===== src/hw/rtl/sact_ram.sv =====
// Generic single-write, single-read RAM with registered read data.
`default_nettype none

module sact_ram #(
    parameter int WIDTH = 8,
    parameter int DEPTH = 16
) (
    input  wire logic                                 aclk,
    input  wire logic                                 we,
    input  wire logic [(DEPTH > 1 ? $clog2(DEPTH) : 1)-1:0] waddr,
    input  wire logic [WIDTH-1:0]                     wdata,
    input  wire logic [(DEPTH > 1 ? $clog2(DEPTH) : 1)-1:0] raddr,
    output logic      [WIDTH-1:0]                     rdata
);

    logic [WIDTH-1:0] mem_reg [DEPTH];
    logic [WIDTH-1:0] rdata_reg;

    // Write port and registered read port.
    always_ff @(posedge aclk) begin
        if (we) begin
            mem_reg[waddr] <= wdata;
        end
        rdata_reg <= mem_reg[raddr];
    end

    assign rdata = rdata_reg;

endmodule

`default_nettype wire


===== config.mk =====
export PLATFORM = sky130hd
export DESIGN_NAME = sact_ram
export DESIGN_NICKNAME = d
export VERILOG_FILES = /design/src/hw/rtl/sact_ram.sv
export SDC_FILE = /design/constraint.sdc
export NUM_CORES = 1
export LEC_CHECK = 0
export ABC_CLOCK_PERIOD_IN_PS = 5350
export BUFFER_PORTS_ARGS = -buffer_cell sky130_fd_sc_hd__buf_2
export CELL_PAD_IN_SITES_DETAIL_PLACEMENT = 2
export CELL_PAD_IN_SITES_GLOBAL_PLACEMENT = 2
export CORE_UTILIZATION = 52
export DETAILED_ROUTE_END_ITERATION = 6
export PLACE_DENSITY = 0.81
export SLEW_MARGIN = 20
export SYNTH_ARGS = -nofsm -noshare
export SYNTH_HDL_FRONTEND = slang
export SYNTH_SLANG_ARGS = --single-unit

===== constraint.sdc =====
create_clock -name aclk -period 5.35 [get_ports aclk]
set_input_delay 0.8025 -clock aclk [delete_from_list [all_inputs] [get_ports aclk]]
set_output_delay 0.8025 -clock aclk [all_outputs]
set_load 0.005 [all_outputs]

* After elaboration in Yosys (flattened, before gate mapping)
Memories as Yosys holds them, arrays and structs flattened. A register that Yosys moved wholly into a read port is not among the register bits. Cells that the tools add are included.
Storage, ports and cells: logic and storage cells 3, register bits 0, memories 1, output and inout bits 8, bits of input ports 18, memory bits (writable) 128
Cells by class: multiplexer cells 2
Memories:
- mem_reg | words 16, bits a word 8, rd ports 1, clocked after Yosys merged registers in 1, wr ports 1, RTL line 16 | logic [WIDTH-1:0] mem_reg [DEPTH];
Operator list (count):
- 2-to-1 mux 1 bit | 2

* Logic depth before layout (Yosys ltp)
depth after elaboration 2, mapped depth 5, depth with buffers taken out 3

* Worst setup path before layout
Ideal clock, no wire load.
kind input port to flip-flop, start in waddr[2] (netlist name), end mem mem_reg[0][0], enable pin, setup time 0.383 ns, buffers on the path 0, setup slack 3.055 ns, arrival time 1.912 ns, data required time 4.967 ns, cell stages on the path 2, cell sequence or3b_2 > nor3_1
RTL lines:
- start, declared | RTL line 10 | input wire logic [(DEPTH > 1 ? $clog2(DEPTH) : 1)-1:0] waddr,
- end, declared | RTL line 16
Straight into the memory's write port.

* Worst setup path after layout
start in waddr[2] (netlist name), end mem mem_reg[2][0], enable pin
Straight into the memory's write port.

==> flow_metrics.env <==
export IMPL_synth_nets=247
export IMPL_critical_path_top_delay_family="simple AND/OR/NAND/NOR gates"
export IMPL_timing_clock_skew_ns=0.00840
export IMPL_worst_path_largest_cell_delay_ns=0.81
export IMPL_floorplan_die_area_um2=10300
export IMPL_detailed_route_drc_error_count=0
export IMPL_timing_critical_path_cells="buf_2 > or3b_2 > nor2_1"
export IMPL_post_synth_main_area_contributors="edfxtp_1, mux4_2, mux4_1"
export IMPL_cts_resized_gates=0
export IMPL_floorplan_die_width_um=101
export IMPL_end_kind="flip-flop"
export IMPL_grt_antenna_before_repair=0
export IMPL_first_iter_violations=172
export IMPL_die_y_um=101
export IMPL_cts_made_buffers=17
export IMPL_synthMostInstantiatedCell="edfxtp_1"
export IMPL_worstSetupStartpointType="input pin"
export IMPL_layout_min_cycle_time_ns=2.12
export IMPL_detailedPlacementHpwl_um=7890
export IMPL_cell_internal_pwr_mw=1.85
export IMPL_timing_critical_path_arrival_ns=2.26
export IMPL_average_wire_per_cell_in_the_routed_design_um=33.1
export IMPL_detailroute_via_count=2507
export IMPL_source_to_sink_clock_delay_at_the_later_pin_of_the_worst_skew_pair_ns=0.53
export IMPL_cts_path_max_buffers=2
export IMPL_synth_cell_types=19
export IMPL_remaining_number_of_nets_flagged_by_the_antenna_check_after_routing=0
export IMPL_coreArea_um2=9420
export IMPL_synth_top_cell_area_share_pct=74.7
export IMPL_leakage_power_nw=1.97
export IMPL_synthDominantAreaCellType="edfxtp_1"
export IMPL_total_switching_power_mw=0.550
export IMPL_cts_sinks=136
export IMPL_synthesis_area_um2=5150
export IMPL_hold_viol_final=0
export IMPL_grt_setup_unrepaired="false"
export IMPL_yosys_warnings=0
export IMPL_path_class="in2reg"
export IMPL_synth_seq_area_share_pct=77.8
export IMPL_grt_max_degree=33
export IMPL_grt_overflow_total=0
export IMPL_core_rowCount=35
export IMPL_routed_wirelength_um=13500
export IMPL_worst_ep_required_time_ns=5.49
export IMPL_power_switching_fraction_pct=22.9
export IMPL_totalNegativeSetupSlack_ns=0
export IMPL_synthArstFlopShare_pct=0
export IMPL_worst_pin_slew_ns=1.07
export IMPL_pwr_share_clk_pct=45.3
export IMPL_slew_viol_final=0
export IMPL_postSynthAreaPerCell_um2=22.5
export IMPL_antenna_cells=0
export IMPL_i_o_pin_total=26
export IMPL_max_cap_violations=0
export IMPL_crit_path_top_delay_cell="nor2_1"
export IMPL_start_util_pct=54.7
export IMPL_part_of_the_power_in_combinational_logic_pct=4.7
export IMPL_power_density_nw_per_um2=406
export IMPL_fraction_of_final_layout_cells_sized_beyond_drive_strength_1_pct=27.7
export IMPL_finalPower_mw=2.40
export IMPL_outcome="completed"
export IMPL_number_of_i_o_port_buffers=25
export IMPL_via_per_inst=6.16
export IMPL_synthesis_instances=229
export IMPL_post_cts_buffers=0
export IMPL_cts_tree="done"
export IMPL_largest_register_ff_count=128
export IMPL_synthFlopType="edfxtp_1"
export IMPL_critical_path_buf_inv_count=1
export IMPL_net_total_in_the_final_layout=283
export IMPL_area_growth_synth_to_final_pct=14.9
export IMPL_number_of_failing_setup_endpoints_in_the_final_timing_report=0
export IMPL_regToRegSetupSlack_ns=3.83
export IMPL_vdd_ir_drop_max_v=0.000279
export IMPL_postSynthRegisterBits=136
export IMPL_worst_setup_hold_path_clk_slew_ns=0.07
export IMPL_maxClockFrequency_ghz=0.472
export IMPL_grt_usage_pct=29.4
export IMPL_ctsHtreeMaxLevel=4
export IMPL_p_seq_share_pct=50.0
export IMPL_holdCritPathClass="in2reg"
export IMPL_fillers=715
export IMPL_netlist_top_cells_count="edfxtp_1, mux4_2, a22oi_1"
export IMPL_postCtsHoldBufs=0
export IMPL_worst_path_max_fanout=8
export IMPL_synth_edf_count=128
export IMPL_gp_congestion=0.697
export IMPL_first_global_vias=2720
export IMPL_post_route_period_util_pct=39.6
export IMPL_drtPass1Iterations=4
export IMPL_relative_slew_slack_pct=28.2
export IMPL_clockRootBuffer="clkbuf_8"
export IMPL_first_pass_grt_wire_length_um=19300
==> layer usage <==
layer / vias to the layer above / global-route usage, % / routed length, um
met5: - / 0 / 0
met3: 23 / 6.56 / 686
met1: 1329 / 39.4 / 5600
met4: 0 / 14.4 / 429
li1: 1054 / - / -
met2: 101 / 46.4 / 6750
==> cell type report <==
| class | count | area (um2) | share of cell area (%) |
|---|---|---|---|
| Clock buffer | 18 | 418 | 7.06 |
| Clock inverter | 14 | 124 | 2.09 |
| Multi-Input combinational cell | 83 | 1070 | 18.0 |
| Sequential cell | 136 | 4000 | 67.7 |
| Tap cell | 129 | 161 | 2.73 |
| Timing Repair Buffer | 27 | 143 | 2.41 |
==> worst register-to-register path, stage by stage, from the launching register on <==
cell	delay, ns
edfxtp_1	0.45
mux4_1	0.59
a22oi_1	0.28
nand2_1	0.09
==> cell usage in the layout, fill, tap and decap left out, drive strengths merged, types with 4 or more instances in the layout <==
cell,Yosys,final
edfxtp,128,128
mux4,32,32
buf,7,27
clkbuf,0,18
a22oi,16,16
nor2,13,13
nand2,9,9
dfxtp,8,8
clkinv,0,6
inv,0,5
nor3,4,4
==> power by group through the flow <==
stage	Combinational (mW)	Sequential [mW]	Clock, mW
floorplan	0.0605	1.22	0
detailed placement	0.110	1.22	0
CTS	0.114	1.20	1.10
finish	0.113	1.20	1.09
global route	0.120	1.20	1.14
global placement	0.101	1.22	0
==> through the flow <==
stage	worst slack (ns)	cells	util, %	instance area [um2]	hold slack, ns
2_1_floorplan	3.05	229	-	5150	0.629
3_3_place_gp	2.48	375	57.0	5370	0.648
3_5_place_dp	2.46	375	57.1	5370	0.695
4_1_cts	2.95	407	62.8	5910	0.633
5_1_grt	3.17	407	62.8	5920	0.641
6_report	3.23	407	62.8	5920	0.655
==> path summary, 6_finish.rpt <==
kind / start / to / cells past startpoint
setup / recovery: waddr[2] / mem_reg[2][0] / 3
setup reg to reg: mem_reg[10][4] / rdata[4] / 3
hold reg to reg: mem_reg[14][3] / rdata[3] / 3
hold / removal: wdata[5] / mem_reg[3][5] / 1
==> cells by family (layout without fill, tap and decap cells) <==
kind of cell    count (synthesis)  in the layout  share of synthesized area, %
simple gates                   35             35                          3.18
mux                            32             32                          15.0
compound gates                 16             16                          2.33
buf+inv                        10             59                          1.68
flops                         136            136                          77.8
Power figures use the tool's default switching activity.
