File: config.mk
export PLATFORM = sky130hd
export DESIGN_NAME = sact_scan
export DESIGN_NICKNAME = d
export VERILOG_FILES = /design/src/hw/rtl/sact_pkg.sv /design/src/hw/rtl/sact_scan.sv
export SDC_FILE = /design/constraint.sdc
export NUM_CORES = 1
export LEC_CHECK = 0
export BUFFER_PORTS_ARGS = -buffer_cell sky130_fd_sc_hd__clkbuf_2
export CELL_PAD_IN_SITES_DETAIL_PLACEMENT = 0
export CELL_PAD_IN_SITES_GLOBAL_PLACEMENT = 2
export CORE_ASPECT_RATIO = 1.25
export CORE_MARGIN = 2
export CORE_UTILIZATION = 30
export DETAILED_ROUTE_END_ITERATION = 10
export GPL_TIMING_DRIVEN = 1
export PLACE_DENSITY_LB_ADDON = 0.1
export SKIP_LAST_GASP = 1
export SYNTH_ARGS = -nofsm -noshare
export SYNTH_HDL_FRONTEND = slang
export SYNTH_SLANG_ARGS = --single-unit
File: constraint.sdc
create_clock -name aclk -period 8.6 [get_ports aclk]
set_input_delay 1.72 -clock aclk [delete_from_list [all_inputs] [get_ports aclk]]
set_output_delay 1.72 -clock aclk [all_outputs]
set_load 0.02 [all_outputs]
File: src/hw/rtl/sact_pkg.sv
// Shared types, codes and constants of the set-associative cache tag lookup.
`default_nettype none

package sact_pkg;

    // Default geometry limits handed to the top level.
    localparam int MAX_WAYS_DEF  = 8;
    localparam int MAX_SETS_DEF  = 64;
    localparam int ADDR_BITS_DEF = 32;

    // Fixed field widths of the streams and registers.
    localparam int S_TDATA_W   = 32;
    localparam int M_TDATA_W   = 112;
    localparam int OUT_PAD_W   = 5;
    localparam int STAMP_W     = 32;
    localparam int COUNT_W     = 32;
    localparam int LFSR_W      = 16;
    localparam int SHIFT_W     = 6;
    localparam int CFG_ADDR_W  = 2;
    localparam int CFG_DATA_W  = 5;
    localparam int OFFSET_W    = 5;
    localparam int SETBITS_W   = 3;
    localparam int WAYBITS_W   = 2;
    localparam int OUT_WAY_W   = 3;
    localparam int OUT_SET_W   = 6;
    localparam int OUT_TAG_W   = 32;

    // Register reset values.
    localparam logic [OFFSET_W-1:0]  OFFSET_BITS_RST = 5'd0;
    localparam logic [SETBITS_W-1:0] SET_BITS_RST    = 3'd3;
    localparam logic [WAYBITS_W-1:0] WAY_BITS_RST    = 2'd0;
    localparam logic                 USE_LRU_RST     = 1'b0;

    // Galois LFSR taps and seed.
    localparam logic [LFSR_W-1:0] LFSR_TAPS = 16'hB400;
    localparam logic [LFSR_W-1:0] LFSR_SEED = 16'h0001;

    // Configuration register indexes.
    typedef enum logic [CFG_ADDR_W-1:0] {
        CFG_OFFSET_BITS = 2'd0,
        CFG_SET_BITS    = 2'd1,
        CFG_WAY_BITS    = 2'd2,
        CFG_USE_LRU     = 2'd3
    } sact_cfg_t;

    // Lookup sequencer states.
    typedef enum logic [1:0] {
        ST_IDLE,
        ST_SCAN,
        ST_FINISH
    } sact_state_t;

    // Control of one step of the way compare unit.
    typedef struct packed {
        logic step;
        logic first;
    } sact_step_t;

endpackage

`default_nettype wire

File: src/hw/rtl/sact_scan.sv
// Shared way compare unit: tag match and LRU age search, one way per step.
`default_nettype none

module sact_scan #(
    parameter int MAX_WAYS  = sact_pkg::MAX_WAYS_DEF,
    parameter int ADDR_BITS = sact_pkg::ADDR_BITS_DEF
) (
    input  wire logic                                       aclk,
    input  wire sact_pkg::sact_step_t                       ctrl,
    input  wire logic [(MAX_WAYS > 1 ? $clog2(MAX_WAYS) : 1)-1:0] entry_way,
    input  wire logic                                       entry_valid,
    input  wire logic [ADDR_BITS-1:0]                       entry_tag,
    input  wire logic [sact_pkg::STAMP_W-1:0]               entry_stamp,
    input  wire logic [ADDR_BITS-1:0]                       lookup_tag,
    input  wire logic [sact_pkg::STAMP_W-1:0]               now_stamp,
    output logic                                            hit_found,
    output logic [(MAX_WAYS > 1 ? $clog2(MAX_WAYS) : 1)-1:0] hit_way,
    output logic [(MAX_WAYS > 1 ? $clog2(MAX_WAYS) : 1)-1:0] lru_way
);

    localparam int WAY_W = (MAX_WAYS > 1) ? $clog2(MAX_WAYS) : 1;

    logic                         hit_found_reg;
    logic [WAY_W-1:0]             hit_way_reg;
    logic [sact_pkg::STAMP_W-1:0] best_age_reg;
    logic [WAY_W-1:0]             best_way_reg;
    logic                         match;
    logic [sact_pkg::STAMP_W-1:0] age;

    // The single comparator and age subtractor shared by all ways.
    assign match = entry_valid && (entry_tag == lookup_tag);
    assign age   = now_stamp - entry_stamp;

    // Keep the lowest matching way and the oldest way; ties stay on the lower way.
    always_ff @(posedge aclk) begin
        if (ctrl.step) begin
            if (ctrl.first) begin
                hit_found_reg <= match;
                hit_way_reg   <= entry_way;
                best_age_reg  <= age;
                best_way_reg  <= entry_way;
            end else begin
                if (match && !hit_found_reg) begin
                    hit_found_reg <= 1'b1;
                    hit_way_reg   <= entry_way;
                end
                if (age > best_age_reg) begin
                    best_age_reg <= age;
                    best_way_reg <= entry_way;
                end
            end
        end
    end

    assign hit_found = hit_found_reg;
    assign hit_way   = hit_way_reg;
    assign lru_way   = best_way_reg;

endmodule

`default_nettype wire

# ---- Yosys cells after proc, flatten, opt, wreduce, memory -nomap -nowiden
# Index checks and enable logic that the tools add are counted.
dict set report classes {
  add_sub_neg 1
  n_reduce_logical 7
  n_eq_ne 1
  magnitude_cmp 1
  n_mux 8
}
# op n
set ops {}
lappend ops {{32-bit two-way mux} 2}
lappend ops {{32-bit == test} 1}
lappend ops {{32-bit greater-than comparator} 1}
lappend ops {{32-bit subtractor} 1}
lappend ops {{3-bit two-way mux} 4}
lappend ops {{2-bit AND reduction} 2}
lappend ops {{2-bit nonzero test} 2}
lappend ops {{1-bit logical AND} 2}
lappend ops {{1-bit two-way mux} 2}
lappend ops {{1-bit logical NOT} 1}
dict set report totals {
  word_cells 22
  input_bits 135
  regBits 39
  out_inout_bits 7
}

# ---- Logic depth before layout (Yosys ltp)
dict set report depth {
  word_depth 5
  depth_mapped 17
  ltp_nobuf 17
}

# ---- Worst setup path after synthesis
# Ideal clock, no wire load.
dict set report synth_path {
  kind {input-to-reg}
  startpoint {input now_stamp[0] (netlist name)}
  endpoint {register best_age_reg[0] (netlist name) (enable)}
  setup_slack_ps 1803
  stages 16
  required_ps 8152
  arrival_time_ps 6349
  n_path_buf 0
  setup_ps 448
  path_cell_list {inv_1 ha_1 inv_1 fa_1 a21o_1 a221oi_4 o21ai_0 a21o_1 a21oi_1 xnor2_1 ha_1 nand4_1 nor4_1 a22o_1 o41ai_1 a31oi_1}
}
dict set report synth_via {
  elab_chain_cells 4
}
# item line
set synth_lines {}
lappend synth_lines {{start: declaration} sact_scan.sv:15} ;# input wire logic [sact_pkg::STAMP_W-1:0] now_stamp,
lappend synth_lines {{32-bit subtractor} sact_scan.sv:32} ;# assign age = now_stamp - entry_stamp;
lappend synth_lines {{named net age (one bit)} sact_scan.sv:28} ;# logic [sact_pkg::STAMP_W-1:0] age;
lappend synth_lines {{32-bit greater-than comparator} sact_scan.sv:47} ;# if (age > best_age_reg) begin
lappend synth_lines {{2-bit nonzero test (no source line)} -}
lappend synth_lines {{2-bit AND reduction (no source line)} -}
lappend synth_lines {{end signal: assignment} sact_scan.sv:40} ;# best_age_reg <= age;
lappend synth_lines {{end signal: assignment} sact_scan.sv:48} ;# best_age_reg <= age;
lappend synth_lines {{end: declaration} sact_scan.sv:25} ;# logic [sact_pkg::STAMP_W-1:0] best_age_reg;
# The timed path passes the listed nets, and every way through them passes these cells.
# A chain may end at the register's enable or synchronous reset.

# ---- Worst setup path in the final report
dict set report layout_path {
  startpoint {input now_stamp[0] (netlist name)}
  endpoint {register best_age_reg[28] (netlist name) (enable)}
}
# The elaborated chain is that of the path after synthesis.

==> flow_metrics.env <==
export IMPL_stdcell_area_sq_mm=0.00549
export IMPL_area_growth_pct=23.9
export IMPL_insertion_delay_ps=280
export IMPL_io_pin_count=142
export IMPL_p_per_area_mw_per_mm2=153
export IMPL_row_count=49
export IMPL_grt_setup_unrepaired="no"
export IMPL_holdBufCountCts=0
export IMPL_seq_area_frac_synth=0.265
export IMPL_post_route_min_period_ps=5850
export IMPL_max_freq_mhz=171
export IMPL_synth_cell_types=56
export IMPL_drt_wl_total_mm=12.4
export IMPL_synth_xor_area_share=0.119
export IMPL_antenna_found_initial=0
export IMPL_dieArea_sq_mm=0.0157
export IMPL_drt_wirelength_per_cell_um=14.8
export IMPL_h_tree_depth=2
export IMPL_grt_pass1_vias=4193
export IMPL_cp_end_kind="flop"
export IMPL_drc=0
export IMPL_grt_pass1_wl_mm=19.9
export IMPL_tightest_slew_ps=660
export IMPL_layout_common_cells="clkbuf_2 (141), inv_1 (79), ha_1 (63), a21oi_1 (46), edfxtp_1 (39)"
export IMPL_grt_usage=0.154
export IMPL_syn_nets=720
export IMPL_cts_sinks=39
export IMPL_clk_path_buf_depth=2
export IMPL_fin_tns_setup_ps=0
export IMPL_fillerInstances=1553
export IMPL_synthArstFlopShare=0
export IMPL_n_antenna_cell=0
export IMPL_drv_cap=0
export IMPL_largest_reg_flops=32
export IMPL_gp_congestion=0.864
export IMPL_synth_compound_area_frac=0.206
export IMPL_synth_edf_count=39
export IMPL_path_clk_slew_ps=50
export IMPL_skew_ps=3.39
export IMPL_dp_hpwl_mm=10.7
export IMPL_peakVddDrop_uv=79.3
export IMPL_cts_resized_gates=0
export IMPL_clockRootBuffer="clkbuf_16"
export IMPL_min_path_type="reg2reg"
export IMPL_grt_max_degree=28
export IMPL_synth_mux_area_frac=0
export IMPL_start_util=0.307
export IMPL_synth_top_family_by_area="compound AO/OA/AOI/OAI gates"
export IMPL_ys_ff_latch=39
export IMPL_setup_violations=0
export IMPL_via_per_inst=5.00
export IMPL_dp_cells=828
export IMPL_crit_required_ps=8550
export IMPL_placed_area_sq_mm=0.00532
export IMPL_final_hold_viol_count=0
export IMPL_drive_above_1_share=0.249
export IMPL_ys_warn_count=0
export IMPL_path_max_fanout=27
export IMPL_timing_hold_ws_ps=800
export IMPL_post_cts_buffers=0
export IMPL_num_vias=4183
export IMPL_start_kind="input port"
export IMPL_cts_made_buffers=5
export IMPL_first_pass_iters=4
export IMPL_die_height_um=140
export IMPL_core_region_area_sq_mm=0.0144
export IMPL_synthAdderAreaFrac=0.183
export IMPL_drtIter0Drc=127
export IMPL_ant_nets=0
export IMPL_portBuffers=141
export IMPL_overflow=0
export IMPL_relSlewSlack=0.555
export IMPL_drv_slew=0
export IMPL_status="finished, final reports clean"
export IMPL_fin_nets=856
export IMPL_synth_cells=521
export IMPL_cts_tree="done"
export IMPL_synth_area_sq_mm=0.00443
export IMPL_crit_type="in2reg"
export IMPL_synth_ff_type="edfxtp_1"
export IMPL_final_common_cell="clkbuf_2"
export IMPL_p_leak_nw=2.66
export IMPL_synth_simple_area_share=0.148
export IMPL_stdcell_count=836
export IMPL_syn_area_per_cell_sq_um=8.49
export IMPL_die_w_um=113
export IMPL_min_period_over_period=0.680
export IMPL_cp_arrival_ps=5790
[path summary, 6_finish.rpt]
kind              slack, ps          endpoint  depth (start not counted)             start
setup / recovery       2750  best_age_reg[28]                         18      now_stamp[0]
hold / removal          800         hit_found                          2         hit_found
setup reg to reg       5900  best_age_reg[28]                          8  best_age_reg[14]
hold reg to reg         800         hit_found                          2         hit_found
[layer usage]
metal,vias to the layer above,routed length [um],track usage
met1,1922,5320,0.188
li1,2145,-,-
met4,0,214,0.0372
met3,19,456,0.0192
met5,-,0,0
met2,97,6400,0.286
[area by class of cell]
cell class	instances	area [sq um]	area share
clock buffers	5	125	0.0228
repair buffers	142	713	0.130
clock inverters	3	38.8	0.00707
inverters	79	297	0.0541
flip-flops and latches	39	1170	0.214
multi-input cells	390	2920	0.532
well taps	178	223	0.0406
[metrics by stage]
stage,setup WS (ps),total power [mW],util
2_1_floorplan,1800,0.523,-
3_3_place_gp,2470,0.636,0.369
3_5_place_dp,2400,0.641,0.369
4_1_cts,2700,0.851,0.381
5_1_grt,2340,0.910,0.381
6_report,2750,0.840,0.381
[synthesized netlist by cell type (all sizes together), types with 4 or more instances]
cell    count  area [sq um]
inv        79           297
ha         63           788
a21oi      46           230
edfxtp     39          1170
xor2       36           315
nand2      32           120
nor2       28           105
o21ai      25           129
xnor2      24           210
nand4      17           106
nand3      15          75.1
nor3       14          70.1
nor4       12          75.1
a21o       11          82.6
clkbuf      9          35.0
o21a        8          67.6
a211oi      6          50.1
o31ai       5          42.5
buf         4          20.0
o41ai       4          50.1
[critical path, stage by stage]
cell and delay [ps]:
clkbuf_2 80, inv_1 40, ha_1 150, inv_1 50, fa_1 400, a21o_1 220
a221oi_4 380, o21ai_0 240, a21o_1 220, a21oi_1 160, xnor2_1 120, ha_1 310
nand4_1 130, nor4_1 460, a22o_1 200, o41ai_1 110, a31oi_4 370, buf_4 420
[power by group]
| group | internal (mW) | leakage [nW] | switching, mW |
|---|---|---|---|
| combinational | 0.156 | 2.20 | 0.216 |
| sequential | 0.254 | 0.372 | 0.00709 |
| clock | 0.135 | 0.0812 | 0.0713 |
[cell families after synthesis]
logic type	count (synthesis)
xor gates and xnor gates	60
adders and majority gates	64
DFF	39
and+or+nand+nor	133
AOI/OAI and AO/OA	133
buffers and inverters	92
(Power assumes the default switching activity.)
